`src/rtl/msd_queue.sv`:
```
// Short queue of column sums between the front end and the analyser.
module msd_queue #(
   parameter int WIDTH = 18
) (
   input  logic             clock,
   input  logic             reset,
   input  logic             push,
   input  logic [WIDTH-1:0] push_data,
   output logic             full,
   input  logic             pop,
   output logic [WIDTH-1:0] pop_data,
   output logic             valid
);

   logic [WIDTH-1:0] slot_ff [4];
   logic [1:0]       wr_ptr_ff, rd_ptr_ff;
   logic [2:0]       count_ff;
   logic             do_push, do_pop;

   assign full     = count_ff == 3'd4;
   assign valid    = count_ff != 3'd0;
   assign do_push  = push && !full;
   assign do_pop   = pop && valid;
   assign pop_data = slot_ff[rd_ptr_ff];

   always_ff @(posedge clock) begin
      if (reset) begin
         wr_ptr_ff <= '0;
         rd_ptr_ff <= '0;
         count_ff  <= '0;
      end else begin
         if (do_push) begin
            wr_ptr_ff <= wr_ptr_ff + 1'b1;
         end
         if (do_pop) begin
            rd_ptr_ff <= rd_ptr_ff + 1'b1;
         end
         count_ff <= count_ff + {2'b0, do_push} - {2'b0, do_pop};
      end
      if (do_push) begin
         slot_ff[wr_ptr_ff] <= push_data;
      end
   end

endmodule

```
`config.mk`:
```
export PLATFORM = sky130hd
export DESIGN_NAME = msd_queue
export DESIGN_NICKNAME = d
export VERILOG_FILES = /design/src/rtl/msd_queue.sv
export SDC_FILE = /design/constraint.sdc
export NUM_CORES = 1
export LEC_CHECK = 0
export ABC_AREA = 1
export BUFFER_PORTS_ARGS = -buffer_cell sky130_fd_sc_hd__buf_2
export CAP_MARGIN = 10
export CORE_MARGIN = 1.5
export CORE_UTILIZATION = 25
export CTS_CLUSTER_DIAMETER = 60
export CTS_CLUSTER_SIZE = 24
export DETAILED_ROUTE_END_ITERATION = 10
export GPL_ROUTABILITY_DRIVEN = 0
export GPL_TIMING_DRIVEN = 0
export PLACE_DENSITY = 0.52
export SLEW_MARGIN = 20
export SYNTH_ARGS = -nofsm -noshare
export SYNTH_HDL_FRONTEND = slang
export SYNTH_SLANG_ARGS = --single-unit
```
`constraint.sdc`:
```
create_clock -name clock -period 2.48 [get_ports clock]
set_input_delay 0.496 -clock clock [delete_from_list [all_inputs] [get_ports clock]]
set_output_delay 0.496 -clock clock [all_outputs]
set_load 0.02 [all_outputs]
```
# After elaboration in Yosys (flattened, before gate mapping)
# Memory sizes are Yosys's and may differ from the RTL's. A register that Yosys moved wholly into a read port is not among the register bits.
# Index checks and enable logic that the tools add are counted.
[totals]
ff_bits = 7
ramBits = 72
elab_cells = 17
memories = 1
[memory_table]
columns = ["name", "depth", "word_bits", "rd", "rd_ports_with_merged_regs", "wr", "line_no", "text"]
rows = [
  ["slot_ff", 4, 18, 1, 1, 1, "15", "logic [WIDTH-1:0] slot_ff [4];"],
]
[op_classes]
add_sub_neg = 4
eq_ne = 1
n_mux = 4
reduce_logical = 4
[op_table]
columns = ["cell", "n"]
rows = [
  ["$add 2x1->2 const B", 2],
  ["$mux 2", 2],
  ["$add 3x1->3", 1],
  ["$eq 3x3->1 const B", 1],
  ["$reduce_bool 3->1", 1],
  ["$sub 3x1->3", 1],
  ["$logic_and 1x1->1", 2],
  ["$mux 1", 2],
  ["$logic_not 1->1", 1],
]

# Depth between registers and ports, before layout
# Gate-level depths: netlist (run 1).
[logic_depth]
ltp_word = 5
mapped_depth = 10
ltp_nobuf = 10

# Least setup slack after synthesis (run 1)
# Ideal clock, no wire load.
[synth_path]
path_kind = "reg2reg"
startpoint = "reg count_ff[1]"
endpoint = "mem slot_ff[0][0] (enable)"
setup_time_ps = 393
t_arrival_ps = 1482
t_required_ps = 2087
setup_slack_ps = 606
stages_incl_launch_ff = 5
n_path_buf = 0
synth_period_minus_slack_ps = 1874
path_cell_list = "dfxtp_1 -> nor2_4 -> nand2_2 -> nand2_1 -> nor2_1"
[synth_between]
elab_chain_len = 5
[synth_lines]
columns = ["item", "line_no", "text"]
rows = [
  ["start: declaration", "17", "logic [2:0] count_ff;"],
  ["start signal: assignment", "38", "count_ff <= count_ff + {2'b0, do_push} - {2'b0, do_pop};"],
  ["$eq 3x3->1", "20", "assign full = count_ff == 3'd4;"],
  ["$logic_not 1->1", "22", "assign do_push = push && !full;"],
  ["$logic_and 1x1->1", "22", ""],
  ["$mux 1", "40", "if (do_push) begin"],
  ["$mux 1 (implied by the code)", "41", "slot_ff[wr_ptr_ff] <= push_data;"],
  ["end: declaration", "15", ""],
]
# No other way between the ends.

# Final worst setup path (run 1)
[layout_path]
startpoint = "reg count_ff[1]"
endpoint = "reg count_ff[2]"
[layout_between]
elab_chain_len = 5
elab_cells_between_ends = 7
cone_classes = "add/sub (2); eq/ne (1); reduce/logical (4)"
[layout_lines]
columns = ["item", "line_no"]
rows = [
  ["$eq 3x3->1", "20"],
  ["$logic_not 1->1", "22"],
  ["$logic_and 1x1->1", "22"],
  ["$add 3x1->3", "38"],
  ["$sub 3x1->3 (*)", "38"],
]
# Every way passes the cells marked *; elsewhere a longest branch is shown, timed or not.
# A chain may end at the register's enable or synchronous reset.

==> results of run 1 <==
power groups by stage:
stage | combinational [uW] | clock, uW | sequential, uW
after floorplan | 795 | 0 | 1750
after global placement | 1160 | 0 | 1760
after detailed placement | 1220 | 0 | 1760
after CTS | 1230 | 1380 | 1740
after global routing | 1330 | 1430 | 1750
final | 1200 | 1340 | 1740
layer usage:
metal	routed length, um	share of wire	track usage
met3	418	0.061	0.04722
met2	3188	0.46	0.1733
met4	85	0.012	0.03415
met5	0	0	0
met1	3174	0.46	0.1302
logic make-up (layout without fill, tap and decap cells):
logic type | count (synthesis) | count (layout) | synth area share
compound gates | 61 | 61 | 0.1040
simple gates | 64 | 64 | 0.08014
buf+inv | 27 | 87 | 0.05434
flops | 81 | 81 | 0.7318
fa+ha+maj | 7 | 7 | 0.02971
stage by stage:
| step | instance area [sq um] | instances | power [uW] | utilization | TNS [ns] |
|---|---|---|---|---|---|
| 2_1_floorplan | 3201 | 240 | 2548 | - | 0 |
| 3_3_place_gp | 3621 | 453 | 2925 | 0.2881 | -8.614 |
| 3_5_place_dp | 3691 | 457 | 2987 | 0.2937 | 0 |
| 4_1_cts | 3991 | 472 | 4339 | 0.3176 | 0 |
| 5_1_grt | 3991 | 472 | 4511 | 0.3176 | 0 |
| 6_report | 3991 | 472 | 4283 | 0.3176 | 0 |
critical path: cells and delay by family, from the launching register on:
family	cells	cell delay (ns)
AOI/OAI and AO/OA	1	0.19
adders and majority gates	3	0.83
buffers and inverters	2	0.10
DFF	1	0.45
and+or+nand+nor	4	0.44
registers in the layout, indices dropped and copies added (netlist names), named ones only:
signal,count
rd_ptr_ff,2
slot_ff,72
count_ff,3
wr_ptr_ff,2
cell usage after synthesis:
| cell type | count |
|---|---|
| a21boi_0 | 2 |
| a21oi_1 | 4 |
| buf_4 | 3 |
| buf_6 | 7 |
| clkinv_2 | 1 |
| dfxtp_1 | 9 |
| edfxtp_1 | 72 |
| fa_1 | 1 |
| ha_1 | 6 |
| inv_1 | 15 |
| inv_8 | 1 |
| nand2_1 | 10 |
| nand2_2 | 2 |
| nand3_1 | 3 |
| nor2_1 | 48 |
| nor2_4 | 1 |
| o21ai_0 | 22 |
| o21ai_1 | 15 |
| o22ai_1 | 18 |
cells in the final DEF, fill, tap and decap left out:
master	n
edfxtp_1	72
nor2_1	44
buf_2	41
o21ai_0	22
o22ai_1	18
inv_1	15
o21ai_1	15
nand2_1	10
dfxtp_1	9
clkbuf_16	9
buf_6	7
ha_1	6
nor2_2	4
a21oi_1	4
buf_8	4
buf_4	3
nand3_1	3
clkinv_1	3
a21boi_0	2
nand2_2	2
bufinv_16	2
nor2_4	1
inv_8	1
clkinv_2	1
fa_1	1
clkbuf_1	1
worst max-delay path by stage:
stage / from / endpoint / slack (ns) / cells past startpoint
global route: count_ff[1]$_SDFF_PP0_ / count_ff[2]$_SDFF_PP0_ / 0.17 / 10
floorplan: count_ff[1]$_SDFF_PP0_ / slot_ff[0][0]$_DFFE_PP_ / 0.61 / 4
detailed placement: count_ff[1]$_SDFF_PP0_ / count_ff[2]$_SDFF_PP0_ / 0.36 / 10
finish: count_ff[1]$_SDFF_PP0_ / count_ff[2]$_SDFF_PP0_ / 0.37 / 10
CTS: count_ff[1]$_SDFF_PP0_ / count_ff[2]$_SDFF_PP0_ / 0.34 / 10
global placement: push / slot_ff[0][5]$_DFFE_PP_ / -0.16 / 3
final cells by class:
cell class,count,area share
Clock buffer,10,0.05737
Tap cell,172,0.05392
Timing Repair Buffer,45,0.06646
Sequential cell,81,0.5868
Buffer,10,0.02539
Inverter,17,0.01818
Clock inverter,5,0.01787
Multi-Input combinational cell,132,0.1740
==> impl_metrics.tcl, run 1 <==
set metrics [dict create \
    reg2reg_to "count_ff[2]$_SDFF_PP0_" \
    synth_seq_cells 81 \
    synth_fp_nets 269 \
    syn_area_sq_um 3201 \
    rr_worst_depth 10 \
    p_seq_frac 0.405 \
    dp_hpwl_um 4530 \
    drv_slew 0 \
    critical_path_class "flop to flop" \
    path_cells "nor2_4, nand2_2, nand2_1, ha_1, inv_1, ha_1, inv_1, fa_1, o21ai_0, nor2_1" \
    status "finished clean" \
    p_leak_uw 0.001466 \
    synth.area.top_cells "edfxtp_1 68%, dfxtp_1 5.6%, nor2_1 5.6%" \
    drive_above_1_share 0.2500 \
    clkPwrFrac 0.314 \
    whs_ns 0.3376 \
    cp-end-kind "flop" \
    fin_skew_ns 0.008414 \
    grt_pass1_wl_um 10210 \
    htree_levels 3 \
    tightestPinTransition_ns 0.5790 \
    die_x_um 116.1 \
    grt.overflow.total 0 \
    fillCellCount 1291 \
    slowest_stage "dfxtp_1" \
    cellInternalPower_uw 2945 \
    layout.nets 325 \
    grt_setup_unrepaired "false" \
    grt_use_total 0.1076 \
    viasPerCell 4.235 \
    core_sq_um 12570 \
    syn_inst 240 \
    clock_sinks 81 \
    avgSynthCellArea_sq_um 13.34 \
    powerDensity_nw_per_um2 1073 \
    wire_per_inst_um 14.55 \
    reg2reg_from "count_ff[1]$_SDFF_PP0_" \
    final_antenna_net_count 0 \
    postCtsHoldBufs 0 \
    cp-start-kind "flop" \
    drt_iter0_drc 117 \
    min_period_ns 2.111 \
    finalCritPeriodShare 0.8513 \
    routed_wl_um 6867 \
    hold_start "reset" \
    numCtsBuffers 9 \
    maxCapViolCount 0 \
    cp_max_fo 6 \
    die_area_sq_um 13490 \
    crit_required_ns 2.71 \
    ir_worst_vdd_uv 555.5 \
    p_comb_frac 0.281 \
    synth_top_area_share 0.6755 \
    grt_pass1_vias 1905 \
    ys_types 19 \
    clock-root-buffer "clkbuf_16" \
    hold_path.class "input pin to flop" \
    cts_resized 0 \
    seq_area_sq_um 2342 \
    clk_pin_slew_ns 0.06 \
    place_ws_ns 0.3638 \
    yosys.area.top_type "edfxtp_1" \
    fin_ws_ns 0.3689 \
    slew_headroom 0.6136 \
    clkLatencyLatePin_ns 0.34 \
    cp.arrival_ns 2.34 \
    multi_input_area_sq_um 694.4 \
    via_count 1999 \
    syn2layout_area_growth_pct 24.71 \
    ff2ff_setup_slack_ns 0.37 \
    drcViolationCount 0 \
    p_sw_frac 0.3124 \
    setup_violations 0 \
    ys_seq_area_frac 0.7318 \
    grt_max_degree 13 \
    cts_setup_buffers 0 \
    hold_path_depth 2 \
    antenna_cells 0 \
    dieHeight_um 116.1 \
    portBuffers 41 \
    fmax_mhz 473.7 \
    rows 41 \
    num_io_pins 42 \
    ys.warnings.count 0 \
    start_util 0.2547 \
    hold_viol_final 0 \
    netSwitchingPower_uw 1338 \
    first_pass_iters 4 \
    cts_max_path_buffers 2 \
    cts_tree "done" \
    hold_path_end "count_ff[1]$_SDFF_PP0_" \
    antenna_found_initial 0 \
    max_stage_delay_ns 0.45 \
]
Note: power is estimated with default switching activity, not from simulation.
==> run 2: changes to the inputs <==
--- a/config.mk
+++ b/config.mk
@@ -16,6 +16,7 @@
 export GPL_ROUTABILITY_DRIVEN = 0
 export GPL_TIMING_DRIVEN = 0
 export PLACE_DENSITY = 0.52
+export REMOVE_ABC_BUFFERS = 1
 export SLEW_MARGIN = 20
 export SYNTH_ARGS = -nofsm -noshare
 export SYNTH_HDL_FRONTEND = slang
==> run 2 against run 1 <==
Sequential cell count did not move. Largest cell class unchanged. Clock skew fell by 0.0047 ns. Clock power fell by 8%. Combinational power fell by 15%. Maximum frequency fell by 8.8%. Non-clock buffer count fell by 10. First-iteration DRC count fell by 29%. Critical endpoint is now pop_data[6].
==> impl_metrics.tcl, run 2 (synthesized netlist as in run 1, its figures left out) <==
set metrics [dict create \
    crit_required_ns 1.98 \
    p_leak_uw 0.001391 \
    slew_headroom 0.5447 \
    grt.overflow.total 0 \
    finalCritPeriodShare 0.9338 \
    syn2layout_area_growth_pct 21.03 \
    hold_viol_final 0 \
    cts_tree "done" \
    hold_path_end "count_ff[1]$_SDFF_PP0_" \
    die_area_sq_um 13490 \
    clkLatencyLatePin_ns 0.33 \
    final_common_cell "edfxtp_1" \
    fin_skew_ns 0.003678 \
    fillCellCount 1271 \
    tns_ns 0 \
    grt_max_degree 38 \
    viasPerCell 4.248 \
    cts_setup_buffers 0 \
    cellInternalPower_uw 2697 \
    cts_max_path_buffers 2 \
    grt-busiest-layer "met2" \
    htree_levels 3 \
    grt_pass1_vias 1878 \
    ir_worst_vdd_uv 482.1 \
    cp-start-kind "flop" \
    stdcell_count 464 \
    hold_path.class "input pin to flop" \
    use_met1 0.1224 \
    min_period_ns 2.316 \
    start_util 0.2547 \
    first_pass_iters 4 \
    grt_use_total 0.1023 \
    num_io_pins 42 \
    dp.cells 447 \
    via_count 1971 \
    p_comb_frac 0.251 \
    ff2ff_setup_slack_ns 0.36 \
    numCtsBuffers 9 \
    final_antenna_net_count 0 \
    grt_setup_unrepaired "false" \
    largest_reg_flops 72 \
    routed_wl_um 6555 \
    reg2reg_from "count_ff[1]$_SDFF_PP0_" \
    powerDensity_nw_per_um2 1047 \
    critical_path_class "flop to primary output" \
    clkPwrFrac 0.303 \
    clock-root-buffer "clkbuf_16" \
    fmax_mhz 431.8 \
    rr_worst_depth 10 \
    p_seq_frac 0.446 \
    clk_pin_slew_ns 0.06 \
    rows 41 \
    core_sq_um 12570 \
    tightestPinTransition_ns 0.6822 \
    drcViolationCount 0 \
    use_met2 0.1643 \
    largest_register "slot_ff" \
    netSwitchingPower_uw 1359 \
    dieHeight_um 116.1 \
    cp_max_fo 19 \
    dp_hpwl_um 3956 \
    p_sw_frac 0.3350 \
    reg2reg_to "count_ff[2]$_SDFF_PP0_" \
    status "finished clean" \
    layout.nets 315 \
    hold_start "reset" \
    drv_slew 0 \
    die_x_um 116.1 \
    final_cell_mix "72 x edfxtp_1, 44 x nor2_1, 41 x buf_2, 22 x o21ai_0, 18 x o22ai_1" \
    maxCapViolCount 0 \
    met3_usage 0.04203 \
    wire_per_inst_um 14.13 \
    setup_violations 0 \
    clock_sinks 81 \
    cp.arrival_ns 1.82 \
    antenna_found_initial 1 \
    portBuffers 41 \
    hold_path_depth 2 \
    grt_pass1_wl_um 10010 \
    largest_registers "slot_ff x72, count_ff x3" \
    drt_iter0_drc 83 \
    drive_above_1_share 0.2440 \
    cp-end-kind "primary output" \
]
[run 2: cell count changes in the layout (fill, tap and decap cells not counted), moves of 2 or more]
cell,change
bufinv_16,-2
buf_6,-6
clkinv_1,-2
buf_4,-3
dfxtp_1,-2
clkinvlp_4,+3
[run 2: how the worst max path moves through the flow]
stage	start	to	slack, ns	cells after the start
2_1_floorplan	flop	pop_data[0]	0.49	2
3_3_place_gp	push	slot_ff[3][12]$_DFFE_PP_	-0.17	3
3_5_place_dp	flop	pop_data[6]	0.11	4
4_1_cts	flop	pop_data[16]	0.07	4
5_1_grt	flop	pop_data[8]	0.06	4
6_report	flop	pop_data[6]	0.16	4
[run 2: repair_timing]
action	CTS	global route
hold buffers	0	0
gates resized for setup	1	1
pin swaps	0	0
setup endpoints to repair	18	8
[run 2: power groups by stage]
stage / Clock [uW] / Sequential (uW) / Combinational [uW]
after floorplan: 0 / 1800 / 667
after global placement: 0 / 1840 / 980
after detailed placement: 0 / 1840 / 1040
after CTS: 1260 / 1810 / 1040
after global routing: 1310 / 1830 / 1140
final: 1230 / 1810 / 1020
[run 2: cell type report]
type,instances,area (sq um),share of cell area
multi-input cells,132,694.4,0.1793
repair buffers,45,261.5,0.06751
clock buffers,9,225.2,0.05814
clock inverters,7,55.05,0.01421
flip-flops and latches,81,2347,0.6059
inverters,17,72.57,0.01873
well taps,172,215.2,0.05556
diodes,1,2.502,0.0006460
[run 2: worst max-delay path, stage by stage, from the launching register on]
cell and delay [ns]:
dfxtp_2 0.60, clkinv_2 0.39, o21ai_1 0.21, o22ai_1 0.11
buf_2 0.17
[run 2: stage by stage]
step,cell area [sq um],power [uW],hold slack (ns),setup slack (ns),utilization
2_1_floorplan,3099,2463,0.4481,0.4865,-
3_3_place_gp,3520,2819,0.4669,-0.1683,0.2800
3_5_place_dp,3587,2880,0.4812,0.1053,0.2854
4_1_cts,3869,4112,0.3332,0.07356,0.3078
5_1_grt,3871,4281,0.3526,0.05903,0.3080
6_report,3874,4055,0.3423,0.1642,0.3082
[run 2: per-layer routing]
layer	part of all wire	up-vias	wire, um
li1	-	959	-
met1	0.44	950	2872
met4	0.012	0	78
met3	0.076	9	499
met5	0	-	0
met2	0.47	53	3104
